File: src/rtl/u2e_pkg.sv
`default_nettype none
package u2e_pkg;

  localparam int QDepth = 4;
  localparam int QAw    = $clog2(QDepth);
  localparam int CpW    = 21;
  localparam int StepW  = 4;

  localparam logic [7:0] ChBackslash = 8'h5C;
  localparam logic [7:0] ChUpperU    = 8'h55;
  localparam logic [7:0] ChLowerU    = 8'h75;
  localparam logic [7:0] ChZero      = 8'h30;
  localparam logic [7:0] ChUpperA    = 8'h41;
  localparam logic [7:0] ChLowerA    = 8'h61;
  localparam logic [7:0] LeadMin     = 8'hC0;

  // last step index of an escape: backslash, u/U, then 4 or 8 digits
  localparam logic [StepW-1:0] LastStepSmall = 4'd5;
  localparam logic [StepW-1:0] LastStepBig   = 4'd9;

  typedef enum logic [1:0] {
    CMD_CHAR = 2'd0,
    CMD_ESC  = 2'd1,
    CMD_END  = 2'd2
  } cmd_kind_t;

  typedef struct packed {
    cmd_kind_t        kind;
    logic [CpW-1:0]   data;     // plain char in low byte, or code point
    logic             partial;
  } cmd_t;

  function automatic logic [7:0] hex_char(input logic [3:0] nib, input logic upper);
    logic [7:0] base;
    begin
      base = upper ? ChUpperA : ChLowerA;
      if (nib < 4'd10) hex_char = ChZero + {4'd0, nib};
      else hex_char = base + {4'd0, nib - 4'd10};
    end
  endfunction

endpackage
`default_nettype wire

File: src/rtl/u2e_front.sv
`default_nettype none
module u2e_front (
  input  wire logic           clk,
  input  wire logic           rst,
  input  wire logic           accept,
  input  wire logic [7:0]     in_byte,
  output u2e_pkg::cmd_t       cmd,
  output logic                cmd_wr
);

  logic [1:0]                 followers_left;
  logic [u2e_pkg::CpW-1:0]    code_point;
  logic [u2e_pkg::CpW-1:0]    cp_shifted;

  assign cp_shifted = {code_point[u2e_pkg::CpW-7:0], in_byte[5:0]};

  always_comb begin
    cmd_wr      = 1'b0;
    cmd.kind    = u2e_pkg::CMD_CHAR;
    cmd.data    = {{(u2e_pkg::CpW-8){1'b0}}, in_byte};
    cmd.partial = 1'b0;
    if (in_byte == 8'd0) begin
      cmd_wr      = accept;
      cmd.kind    = u2e_pkg::CMD_END;
      cmd.partial = (followers_left != 2'd0);
    end else if (followers_left != 2'd0) begin
      cmd_wr   = accept && (followers_left == 2'd1);
      cmd.kind = u2e_pkg::CMD_ESC;
      cmd.data = cp_shifted;
    end else if (in_byte < u2e_pkg::LeadMin) begin
      cmd_wr = accept;
    end
  end

  always_ff @(posedge clk) begin
    if (rst) begin
      followers_left <= 2'd0;
      code_point     <= '0;
    end else if (accept) begin
      if (in_byte == 8'd0) begin
        followers_left <= 2'd0;
        code_point     <= '0;
      end else if (followers_left != 2'd0) begin
        followers_left <= followers_left - 2'd1;
        code_point     <= (followers_left == 2'd1) ? '0 : cp_shifted;
      end else if (in_byte >= u2e_pkg::LeadMin) begin
        if (in_byte < 8'hE0) begin
          followers_left <= 2'd1;
          code_point     <= {{(u2e_pkg::CpW-5){1'b0}}, in_byte[4:0]};
        end else if (in_byte < 8'hF0) begin
          followers_left <= 2'd2;
          code_point     <= {{(u2e_pkg::CpW-4){1'b0}}, in_byte[3:0]};
        end else begin
          followers_left <= 2'd3;
          code_point     <= {{(u2e_pkg::CpW-3){1'b0}}, in_byte[2:0]};
        end
      end else begin
        code_point <= '0;
      end
    end
  end

endmodule
`default_nettype wire

File: src/rtl/u2e_queue.sv
`default_nettype none
module u2e_queue (
  input  wire logic           clk,
  input  wire logic           rst,
  input  wire logic           wr,
  input  u2e_pkg::cmd_t       wr_cmd,
  input  wire logic           rd,
  output u2e_pkg::cmd_t       rd_cmd,
  output logic                q_full,
  output logic                q_empty
);

  u2e_pkg::cmd_t              slots [u2e_pkg::QDepth];
  logic [u2e_pkg::QAw-1:0]    wr_ptr;
  logic [u2e_pkg::QAw-1:0]    rd_ptr;
  logic [u2e_pkg::QAw:0]      count;

  assign q_full  = (count == (u2e_pkg::QAw+1)'(u2e_pkg::QDepth));
  assign q_empty = (count == '0);
  assign rd_cmd  = slots[rd_ptr];

  always_ff @(posedge clk) begin
    if (wr) slots[wr_ptr] <= wr_cmd;
  end

  always_ff @(posedge clk) begin
    if (rst) begin
      wr_ptr <= '0;
      rd_ptr <= '0;
      count  <= '0;
    end else begin
      if (wr) wr_ptr <= wr_ptr + 1'b1;
      if (rd) rd_ptr <= rd_ptr + 1'b1;
      if (wr && !rd) count <= count + 1'b1;
      else if (rd && !wr) count <= count - 1'b1;
    end
  end

endmodule
`default_nettype wire

File: src/rtl/u2e_back.sv
`default_nettype none
module u2e_back (
  input  wire logic           clk,
  input  wire logic           rst,
  input  wire logic           hex_uppercase,
  input  u2e_pkg::cmd_t       cmd,
  input  wire logic           cmd_avail,
  output logic                cmd_rd,
  output logic                empty,
  input  wire logic           pop,
  output logic [7:0]          out_char,
  output logic                run_last,
  output logic                is_end,
  output logic                partial_dropped
);

  logic                       out_valid;
  logic [u2e_pkg::StepW-1:0]  step;
  logic [u2e_pkg::StepW-1:0]  last_step;
  logic [u2e_pkg::StepW-1:0]  nib_idx;
  logic [31:0]                cp_wide;
  logic [31:0]                cp_sh;
  logic                       big;
  logic                       load;
  logic [7:0]                 ch;
  logic                       ch_end;

  assign empty   = !out_valid;
  assign load    = cmd_avail && (!out_valid || pop);
  assign big     = |cmd.data[u2e_pkg::CpW-1:16];
  assign cp_wide = {{(32-u2e_pkg::CpW){1'b0}}, cmd.data};
  assign nib_idx = last_step - step;
  assign cp_sh   = cp_wide >> {nib_idx[2:0], 2'b00};

  always_comb begin
    last_step = '0;
    ch        = cmd.data[7:0];
    ch_end    = 1'b0;
    unique case (cmd.kind)
      u2e_pkg::CMD_CHAR: ch = cmd.data[7:0];
      u2e_pkg::CMD_END: begin
        ch     = 8'd0;
        ch_end = 1'b1;
      end
      u2e_pkg::CMD_ESC: begin
        last_step = big ? u2e_pkg::LastStepBig : u2e_pkg::LastStepSmall;
        if (step == 4'd0) ch = u2e_pkg::ChBackslash;
        else if (step == 4'd1) ch = big ? u2e_pkg::ChUpperU : u2e_pkg::ChLowerU;
        else ch = u2e_pkg::hex_char(cp_sh[3:0], hex_uppercase);
      end
      default: ch = 8'd0;
    endcase
  end

  assign cmd_rd = load && (step == last_step);

  always_ff @(posedge clk) begin
    if (rst) begin
      out_valid <= 1'b0;
      step      <= '0;
    end else begin
      if (load) out_valid <= 1'b1;
      else if (pop) out_valid <= 1'b0;
      if (load) step <= (step == last_step) ? '0 : step + 1'b1;
    end
  end

  always_ff @(posedge clk) begin
    if (load) begin
      out_char        <= ch;
      run_last        <= (step == last_step);
      is_end          <= ch_end;
      partial_dropped <= ch_end && cmd.partial;
    end
  end

endmodule
`default_nettype wire

File: src/rtl/utf8_to_unicode_escape.sv
// UTF-8 to backslash-u escape encoder.
// Input side is a queue: drive in_byte and push; the byte is taken at an edge
// where push is high and full is low. Zero ends a string.
// Output side is a queue: while empty is low the oldest result sits on
// out_char/run_last/is_end/partial_dropped; pop at an edge with empty low
// takes it. run_last marks the last char produced by one input byte.
// Config: cfg_data[0] is hex_uppercase, written when cfg_valid is high
// (cfg_ready is always high); write only while the block is idle.
// A byte that produces output is written into the command queue and then
// into the output register. Lead bytes and non-final followers produce
// nothing.
// Throughput: one input byte per cycle while full is low and one result per
// cycle while pop is high. A plain byte yields one char, a finished sequence
// 6 or 10 (\uXXXX or \UXXXXXXXX), emitted by the single output register; a
// 4-entry command queue between the decoder and the emitter absorbs bursts.
// When pop is held low, results wait and full rises once the queue fills.
// Reset empties the queue and output, clears any partial sequence and sets
// hex_uppercase to 1.
`default_nettype none
module utf8_to_unicode_escape (
  input  wire logic        clk,
  input  wire logic        rst,
  input  wire logic        push,
  output logic             full,
  input  wire logic [7:0]  in_byte,
  output logic             empty,
  input  wire logic        pop,
  output logic [7:0]       out_char,
  output logic             run_last,
  output logic             is_end,
  output logic             partial_dropped,
  input  wire logic        cfg_valid,
  output logic             cfg_ready,
  input  wire logic        cfg_data
);

  logic            hex_uppercase;
  logic            accept;
  logic            cmd_wr;
  logic            cmd_rd;
  logic            q_empty;
  u2e_pkg::cmd_t   wr_cmd;
  u2e_pkg::cmd_t   rd_cmd;

  assign cfg_ready = 1'b1;
  assign accept    = push && !full;

  always_ff @(posedge clk) begin
    if (rst) hex_uppercase <= 1'b1;
    else if (cfg_valid && cfg_ready) hex_uppercase <= cfg_data;
  end

  u2e_front u_front (
    .clk     (clk),
    .rst     (rst),
    .accept  (accept),
    .in_byte (in_byte),
    .cmd     (wr_cmd),
    .cmd_wr  (cmd_wr)
  );

  u2e_queue u_queue (
    .clk     (clk),
    .rst     (rst),
    .wr      (cmd_wr),
    .wr_cmd  (wr_cmd),
    .rd      (cmd_rd),
    .rd_cmd  (rd_cmd),
    .q_full  (full),
    .q_empty (q_empty)
  );

  u2e_back u_back (
    .clk             (clk),
    .rst             (rst),
    .hex_uppercase   (hex_uppercase),
    .cmd             (rd_cmd),
    .cmd_avail       (!q_empty),
    .cmd_rd          (cmd_rd),
    .empty           (empty),
    .pop             (pop),
    .out_char        (out_char),
    .run_last        (run_last),
    .is_end          (is_end),
    .partial_dropped (partial_dropped)
  );

endmodule
`default_nettype wire

File: config.mk
export PLATFORM = sky130hd
export DESIGN_NAME = utf8_to_unicode_escape
export DESIGN_NICKNAME = d
export VERILOG_FILES = /design/src/rtl/u2e_pkg.sv /design/src/rtl/u2e_front.sv /design/src/rtl/u2e_queue.sv /design/src/rtl/u2e_back.sv /design/src/rtl/utf8_to_unicode_escape.sv
export SDC_FILE = /design/constraint.sdc
export NUM_CORES = 1
export LEC_CHECK = 0
export BUFFER_PORTS_ARGS = -buffer_cell sky130_fd_sc_hd__clkbuf_2
export CAP_MARGIN = 10
export CORE_MARGIN = 3
export CORE_UTILIZATION = 60
export DETAILED_ROUTE_END_ITERATION = 6
export PLACE_DENSITY = 0.76
export SLEW_MARGIN = 10
export SYNTH_ARGS = -nofsm -noshare
export SYNTH_HDL_FRONTEND = slang
export SYNTH_SLANG_ARGS = --single-unit
File: constraint.sdc
create_clock -name clk -period 11 [get_ports clk]
set_input_delay 2.2 -clock clk [delete_from_list [all_inputs] [get_ports clk]]
set_output_delay 2.2 -clock clk [all_outputs]
set_load 0.01 [all_outputs]
==> results of run 1 <==
critical path: stages, from the launching register on:
cell and delay [ns]:
dfxtp_2 0.91, mux4_2 0.71, nor2b_1 0.35, inv_1 0.11, ha_1 0.59, inv_1 0.27
nor2_1 0.23, a21oi_1 0.11, a211oi_2 0.33, inv_1 0.15, ha_1 0.33, xnor2_1 0.13
o311a_1 0.29
state kept, by name (all words and copies together) (netlist names), 2 cells and up, named ones only:
register,flops
u_queue.wr_ptr,2
u_front.followers_left,2
u_back.out_char,8
u_back.step,4
u_front.code_point,15
u_queue.rd_ptr,2
u_queue.count,3
u_queue.slots,96
per-layer routing:
metal | wire length, um | track usage, % | up-vias
li1 | - | - | 1661
met1 | 5070 | 30.7 | 1771
met2 | 5860 | 36.4 | 159
met3 | 733 | 5.72 | 13
met4 | 156 | 7.85 | 0
met5 | 0 | 0 | -
power groups by stage:
| stage | Combinational (mW) | Clock [mW] | Sequential (mW) |
|---|---|---|---|
| after detailed placement | 0.573 | 0 | 0.710 |
| after global placement | 0.562 | 0 | 0.707 |
| after floorplan | 0.456 | 0 | 0.690 |
| after CTS | 0.578 | 0.520 | 0.700 |
| final | 0.578 | 0.513 | 0.698 |
| after global routing | 0.635 | 0.545 | 0.708 |
final cells by class:
type	count	area, um^2	share of cell area [%]
clock inverter	14	125	1.82
timing repair buffer	31	168	2.44
multi-input combinational	245	2080	30.2
sequential	139	3850	56.1
inverter	17	63.8	0.928
clock buffer	18	418	6.08
tap	133	166	2.42
final timing paths:
check / startpoint / endpoint / slack, ns / cells past startpoint
setup / recovery: flop / u_back.out_char[2] / 6.22 / 12
hold reg to reg: u_front.code_point[3] / u_front.code_point[3] / 0.49 / 2
hold / removal: u_front.code_point[3] / u_front.code_point[3] / 0.49 / 2
setup reg to reg: flop / u_back.out_char[2] / 6.22 / 12
cell families (layout without fill, tap and decap cells):
group | after synthesis | count (layout) | share of synthesized area [%]
adder cells (fa/ha/maj) | 14 | 14 | 3.00
XOR/XNOR | 12 | 12 | 1.73
other | 1 | 1 | 0.0616
multiplexers | 37 | 37 | 12.1
buffers and inverters | 35 | 80 | 2.55
AND/OR/NAND/NOR | 122 | 122 | 10.1
flip-flops | 139 | 139 | 63.3
AO/OA/AOI/OAI | 59 | 59 | 7.07
Yosys cell counts, drive strengths merged, types with 9 or more instances:
cell type,number,share of area [%]
a22oi,9,1.1
nand3,9,0.74
edfxtp,107,53
inv,17,1.0
mux4,29,11
nand2,30,1.9
buf,10,1.0
dfxtp,32,11
nor2,34,2.1
and2,21,2.2
ha,13,2.7
a21oi,16,1.3
stage by stage:
stage	hold WS (ns)	power, mW	area, um^2
2_1_floorplan	0.440	1.15	6080
3_3_place_gp	0.459	1.27	6330
3_5_place_dp	0.476	1.28	6330
4_1_cts	0.485	1.80	6880
5_1_grt	0.512	1.89	6880
6_report	0.486	1.79	6880
==> impl_results.md, run 1 <==
- Outcome: finished, final reports clean
- Ys async rst share: 0%
- DR WL/cell: around 20 um
- Syn-to-layout area delta: 13.0%
- DRC violations left: 0
- Post-Syn Instances: between 400 and 500
- Non-Filler Instances: 597
- Largest net degree at the start of global routing: 30
- Maxcap violations: 0
- Slew Limit Fails: 0
- Setup WS post-layout: 6.22 ns
- Post-synth EDFFs: between 100 and 150
- Vias in the first global route: roughly 3500
- Yosys warnings: 0
- Layout cells sized above 1: 22.2%
- Total Routed Length: approximately 12 mm
- Initial antenna violation count: 0
- Final count of hold timing violations: 0
- Net Sw Frac: between 30% and 40%
- Worst skew pair latency: between 0.5 and 0.6 ns
- Post-synth cell types: 59
- Critical Path AT: slightly above 5 ns
- Power per cell area: between 200 and 300 nW/um^2
- Post-synthesis sequential element count: around 140
- Die area: roughly 11000 um^2
- DIE HEIGHT: 107 um
- Setup TNS: 0 ns
- CTS H-tree lvls: 4
- Number of fill cells: 672
- Tot GR Track Use: about 23%
- Routability Congestion: a little over 0.9
- Post-DP HPWL: between 7 and 8 mm
- Worst-path fanout max: 26
- Worst Clk Skew: between 0.01 and 0.015 ns
- Layout Nets: ~480
- TritonCTS buffer count: 17
- Post-cts sizing count: 0
- ANT cells: 0
- # rows: 36
- Antenna viol nets, final: 0
- Crit start category: flop
- Most frequent cells in the layout: edfxtp_1, nor2_1, dfxtp_1
- RSZ-0062 raised after global routing: false
- Vias per cell: ~6.0
- Place WS: 6.09 ns
- Comb pwr share: around 32%
- Leakage: 2.38 nW
- Final setup viols: 0
- WP data required: 11.27 ns
- Clk slew on worst S/H paths: 0.06 ns
- Setup repair bufs after CTS: 0
- Seq/Total Area, Yosys: a little under two thirds
- Via count: ~3600
- Synth Cell Area: around 6100 um^2
- Tmin final: around 4.8 ns
- Max VDD drop: 138 uV
- Clock sink total: 139
- Commonest non-fill, non-tap cell in the layout: edfxtp_1
- Final period utilization: between 40 and 50%
- Chip Width: 107 um
- Worst slew margin: around 40%
- PortBufs: 26
- CTS hold repair buffers: 0
- Initial Utilization: between 60% and 70%
- Clock share of power: about 29%
- Fmax: roughly 210 MHz
- Post-Place Cells: approximately 570
- Slew @ Worst Pin: between 0.9 and 1 ns
- Avg Inst Size Synth: 14.5 um^2
- First-pass GRT wire length: around 19 mm
- Crit. End Element: flop
- Core footprint: between 9000 and 10000 um^2
- DRT Pass-1 Iters: 5
- Final Util: a little over two thirds
- Overflow after GRT: 0
- Initial DRC Count: 210
- CTS tree: built
- Kind of critical path: flop to flop
- Clock Path Buffers: 2
- Syn Nets: ~450
- P_sw: about 600 uW
- Hold crit path type: flop to flop
- Seq pwr share: between 30% and 40%
- P_int: 1.20 mW
- Root Buffer: clkbuf_8
- Top_reg_cell synth: edfxtp_1
- # IOs: 28
Power figures use the tool's default switching activity.
==> run 2, diff against run 1 <==
- clock period: 11 -> 4.61 ns (I/O delays scaled with it)
==> run 2 against run 1 <==
Effect of this change:
- final cell count up 0.84%
- clock skew down 0.0015 ns
- worst hold slack worse by 0.0062 ns
- routed wire length up 4.6%
- design area up 2.1%
- count of clock-buffer cells in the layout up 8
==> impl_results.md, run 2 (synthesis results as in run 1) <==
- Antenna viol nets, final: 0
- Largest register FFs: 96
- Largest reg by FF count: u_queue.slots
- Routability Congestion: between 0.9 and 1
- Max VDD drop: ~350 uV
- Outcome: finished, final reports clean
- Maxcap violations: 0
- Commonest non-fill, non-tap cell in the layout: edfxtp_1
- TritonCTS buffer count: 17
- Multi-input gate area: about 2100 um^2
- Core footprint: 9820 um^2
- Worst-path fanout max: 25
- DRT Pass-1 Iters: 6
- Largest registers: u_queue.slots (96), u_front.code_point (15), u_back.out_char (8)
- Layout cells sized above 1: 23.0%
- Most frequent cells in the layout: edfxtp_1, nor2_1, dfxtp_1
- RSZ-0062 raised after global routing: false
- Setup repair bufs after CTS: 0
- Overflow after GRT: 0
- Largest net degree at the start of global routing: 30
- CP dominant cell by count: inv_1
- Setup WS post-layout: around 0.39 ns
- Initial Utilization: 62.0%
- Syn-to-layout area delta: 15.3%
- WP data required: 4.87 ns
- Root Buffer: clkbuf_8
- Tot GR Track Use: 23.7%
- DIE HEIGHT: 107 um
- Grt peak-use layer: met2
- Clock sink total: between 100 and 150
- Worst hold margin: between 0.4 and 0.5 ns
- DR WL/cell: slightly above 20 um
- Kind of critical path: flop to flop
- PortBufs: 26
- Total power: between 4 and 5 mW
- CTS tree: built
- Final setup viols: 0
- Chip Width: 107 um
- Worst Clk Skew: 0.0107 ns
- Critical path's slowest cell: mux4_2
- Vias per cell: approximately 6.2
- Layout Nets: ~480
- Final period utilization: approximately nine tenths
- Met1 GRT Util: ~33%
- Initial DRC Count: 286
- CTS hold repair buffers: 0
- Fmax: around 240 MHz
- CTS H-tree lvls: 4
- Clk slew on worst S/H paths: approximately 0.060 ns
- # IOs: 28
- Slew Limit Fails: 0
- Worst slew margin: between 30% and 40%
- Place WS: approximately 0.43 ns
- Final count of hold timing violations: 0
- Leakage: between 2 and 2.5 nW
- Tmin final: around 4.2 ns
- Via count: about 3700
- Routing usage on met3: roughly 5.8%
- Worst skew pair latency: roughly 0.51 ns
- ANT cells: 0
- Met2 Use GR: a little under two fifths
- Post-DP HPWL: roughly 8 mm
- Crit-path cells: buf_4, mux4_2, nor2b_1, inv_1, ha_1, inv_1, nand2_1, a32o_1, a211oi_2, inv_1, ha_1, xnor2_1, o311a_1
- Vias in the first global route: about 3600
- Slew @ Worst Pin: 1.01 ns
- Setup TNS: 0 ns
- Clock Path Buffers: 2
- Total Routed Length: around 12 mm
- First-pass GRT wire length: 20.0 mm
- Hold crit path type: flop to flop
- DRC violations left: 0
- Total area of sequential cells: between 3000 and 4000 um^2
- Crit. End Element: flop
- # rows: 36
- Number of fill cells: 639
- Max incr delay on CP: 0.58 ns
- Initial antenna violation count: 0
- Crit start category: flop
- Power per cell area: between 600 and 700 nW/um^2
- Critical Path AT: approximately 4.5 ns
- Post-cts sizing count: 0
- Die area: roughly 11000 um^2
## run 2: cell count changes in the layout (fill, tap and decap cells not counted), sizes merged
cell,previous run,this run
buf,5,10
inv,18,21
clkinvlp,2,1
clkbuf,44,52
clkinv,10,1
bufinv,1,0
## run 2: area by class of cell
cell class | count | share of cell area (%)
timing repair buffer | 36 | 2.92
multi-input combinational | 245 | 29.6
inverter | 17 | 0.909
sequential | 139 | 54.9
clock inverter | 6 | 0.731
clock buffer | 26 | 8.50
tap | 133 | 2.37
## run 2: report_power, final
group | switching [mW] | internal (mW) | total, mW
Clock | 0.515 | 0.898 | 1.41
Combinational | 0.847 | 0.623 | 1.47
Sequential | 0.0714 | 1.54 | 1.61
Total | 1.43 | 3.06 | 4.50
## run 2: through the flow
| step | area (um^2) | cells | util (%) |
|---|---|---|---|
| finish | 7020 | 602 | 71.5 |
| global route | 7020 | 602 | 71.5 |
| CTS | 7020 | 602 | 71.5 |
| detailed placement | 6370 | 570 | 64.9 |
| global placement | 6370 | 570 | 64.9 |
| floorplan | 6080 | 419 | - |
## run 2: worst max-delay path, delay by kind of cell (launching register included)
| kind | cells | cell delay [ns] |
|---|---|---|
| buffers and inverters | 4 | 0.96 |
| AO/OA/AOI/OAI | 3 | 0.91 |
| adder cells (fa/ha/maj) | 2 | 0.72 |
| multiplexers | 1 | 0.58 |
| flip-flops | 1 | 0.34 |
| AND/OR/NAND/NOR | 2 | 0.32 |
| XOR/XNOR | 1 | 0.14 |
## run 2: worst paths after layout
check	slack, ns	cells past startpoint	from	endpoint
max	0.39	13	flop	u_back.out_char[2]
min	0.48	2	u_front.code_point[0]	u_front.code_point[0]
max reg2reg	0.39	13	flop	u_back.out_char[2]
min reg2reg	0.48	2	u_front.code_point[0]	u_front.code_point[0]
## run 2: metal layers
layer / share of wire [%] / wire, um / up-vias
met1: 42 / 5200 / 1846
met4: 1.7 / 204 / 0
met3: 6.2 / 770 / 19
met2: 50 / 6190 / 164
li1: - / - / 1675
met5: 0 / 0 / -
==> run 3, diff against run 2 <==
- clock period: 4.61 -> 4.43 ns (I/O delays scaled with it)
==> run 3 against run 2 <==
Effect of this change:
- first-iteration DRC count is 4.2% higher
- design area decreased by 1.4%
- clock power fell by 8%
- maximum frequency grew 5.9%
- flip-flop and latch count is the same
- largest power group unchanged
- clock skew is 0.0023 ns lower
- routed wire length down 2.8%
- total power up 0.37%
- critical endpoint is now u_queue.count[2]
- via count decreased by 1.3%
==> impl_results.md, run 3 (synthesis results as in run 1) <==
- Overflow after GRT: 0
- Setup repair bufs after CTS: 0
- CTS hold repair buffers: 0
- Tmin final: about 4 ns
- Hold path endpoint: u_front.code_point[3]
- Syn-to-layout area delta: 13.8%
- ANT cells: 0
- Commonest non-fill, non-tap cell in the layout: edfxtp_1
- DRC violations left: 0
- Max VDD drop: around 320 uV
- CTS tree: built
- CTS H-tree lvls: 4
- Initial antenna violation count: 0
- Final setup viols: 0
- R2r setup slk: roughly 0.44 ns
- PortBufs: 26
- Slew @ Worst Pin: between 1 and 1.5 ns
- First-pass GRT wire length: a little under 20 mm
- Vias in the first global route: 3775
- FF-to-FF End: u_queue.count[2]
- Largest reg by FF count: u_queue.slots
- Initial Utilization: between 60% and 70%
- Tot GR Track Use: 23.0%
- Kind of critical path: flop to flop
- Antenna viol nets, final: 0
- Worst R2R Path Depth: 13
- Leakage: around 2.4 nW
- Post-cts sizing count: 0
- Min-Delay Path Depth: 2
- Layout Nets: 485
- Worst slew margin: a little over 30%
- Crit start category: flop
- Hold crit path type: flop to flop
- Clock sink total: about 140
- Fmax: 251 MHz
- DRT Pass-1 Iters: 5
- Initial DRC Count: between 200 and 300
- Vias per cell: about 6
- Hold Crit Start: u_front.code_point[3]
- Clock Path Buffers: 2
- Maxcap violations: 0
- Slew Limit Fails: 0
- Worst-path fanout max: 22
- Power per cell area: roughly 650 nW/um^2
- Critical Path AT: between 4 and 5 ns
- Clk slew on worst S/H paths: approximately 0.06 ns
- Layout cells sized above 1: between 20% and 30%
- Total Routed Length: between 10 and 15 mm
- Final period utilization: 90.0%
- Via count: roughly 3700
- Setup TNS: 0 ns
- RSZ-0062 raised after global routing: false
- Total power: between 4 and 5 mW
- Core footprint: ~9800 um^2
- # rows: 36
- Final count of hold timing violations: 0
- Worst skew pair latency: around 0.53 ns
- DIE HEIGHT: roughly 110 um
- WP data required: about 5 ns
- Worst Clk Skew: between 0.008 and 0.009 ns
- TritonCTS buffer count: 17
- Crit. End Element: flop
- Die area: around 11000 um^2
- Largest register FFs: 96
- Largest net degree at the start of global routing: 30
- Chip Width: between 100 and 150 um
- DR WL/cell: approximately 20 um
- Routability Congestion: roughly 0.92
- Number of fill cells: roughly 670
- Post-DP HPWL: about 8 mm
- Most frequent cells in the layout: edfxtp_1, nor2_1, dfxtp_1
- Root Buffer: clkbuf_8
- # IOs: 28
- Largest registers: u_queue.slots (96), u_front.code_point (15), u_back.out_char (8)
- Outcome: finished, final reports clean
## run 3: power breakdown
part / leakage [nW] / switching [mW] / internal (mW) / total (mW)
Combinational: 0.909 / 0.880 / 0.654 / 1.53
Clock: 0.260 / 0.509 / 0.787 / 1.30
Sequential: 1.24 / 0.0791 / 1.61 / 1.69
Total: 2.41 / 1.47 / 3.05 / 4.51
## run 3: area by class of cell
cell class,count,area [um^2],share of cell area [%]
Clock buffer,17,414,5.98
Inverter,17,63.8,0.922
Tap cell,133,166,2.40
Clock inverter,14,130,1.88
Multi-Input combinational cell,245,2080,30.0
Sequential cell,139,3850,55.7
Timing Repair Buffer,37,213,3.07
## run 3: layer usage
layer | track usage [%] | routed length, um | vias to the layer above
li1 | - | - | 1674
met1 | 29.4 | 5110 | 1814
met2 | 37.1 | 5860 | 134
met3 | 6.38 | 706 | 34
met4 | 10.2 | 335 | 0
met5 | 0 | 0 | -
## run 3: worst max path at each step
stage / slack, ns / cells after the start / end
finish: 0.44 / 13 / u_queue.count[2]
global route: 0.19 / 13 / u_queue.count[2]
CTS: 0.42 / 13 / u_queue.count[2]
detailed placement: 0.43 / 13 / u_queue.count[2]
global placement: 0.53 / 13 / u_queue.count[2]
floorplan: 0.54 / 14 / u_back.out_char[2]
## run 3: metrics by stage
step / std cells / instance area, um^2 / worst slack (ns) / hold WS, ns / util, %
finish: 602 / 6920 / 0.442 / 0.484 / 70.5
global route: 602 / 6920 / 0.193 / 0.510 / 70.5
global placement: 571 / 6380 / 0.531 / 0.464 / 64.9
detailed placement: 571 / 6380 / 0.432 / 0.477 / 64.9
CTS: 602 / 6920 / 0.416 / 0.486 / 70.5
floorplan: 419 / 6080 / 0.540 / 0.440 / -
## run 3: critical path, stage by stage, from the launching register on
cell and delay, ns:
dfxtp_2 0.41, buf_4 0.42, mux4_1 0.73, or3_1 0.41
o2111ai_2 0.20, a311oi_2 0.18, and2_1 0.23, inv_1 0.06
ha_1 0.17, inv_1 0.06, fa_1 0.37, xor2_1 0.18
or3_1 0.31, a21oi_1 0.15
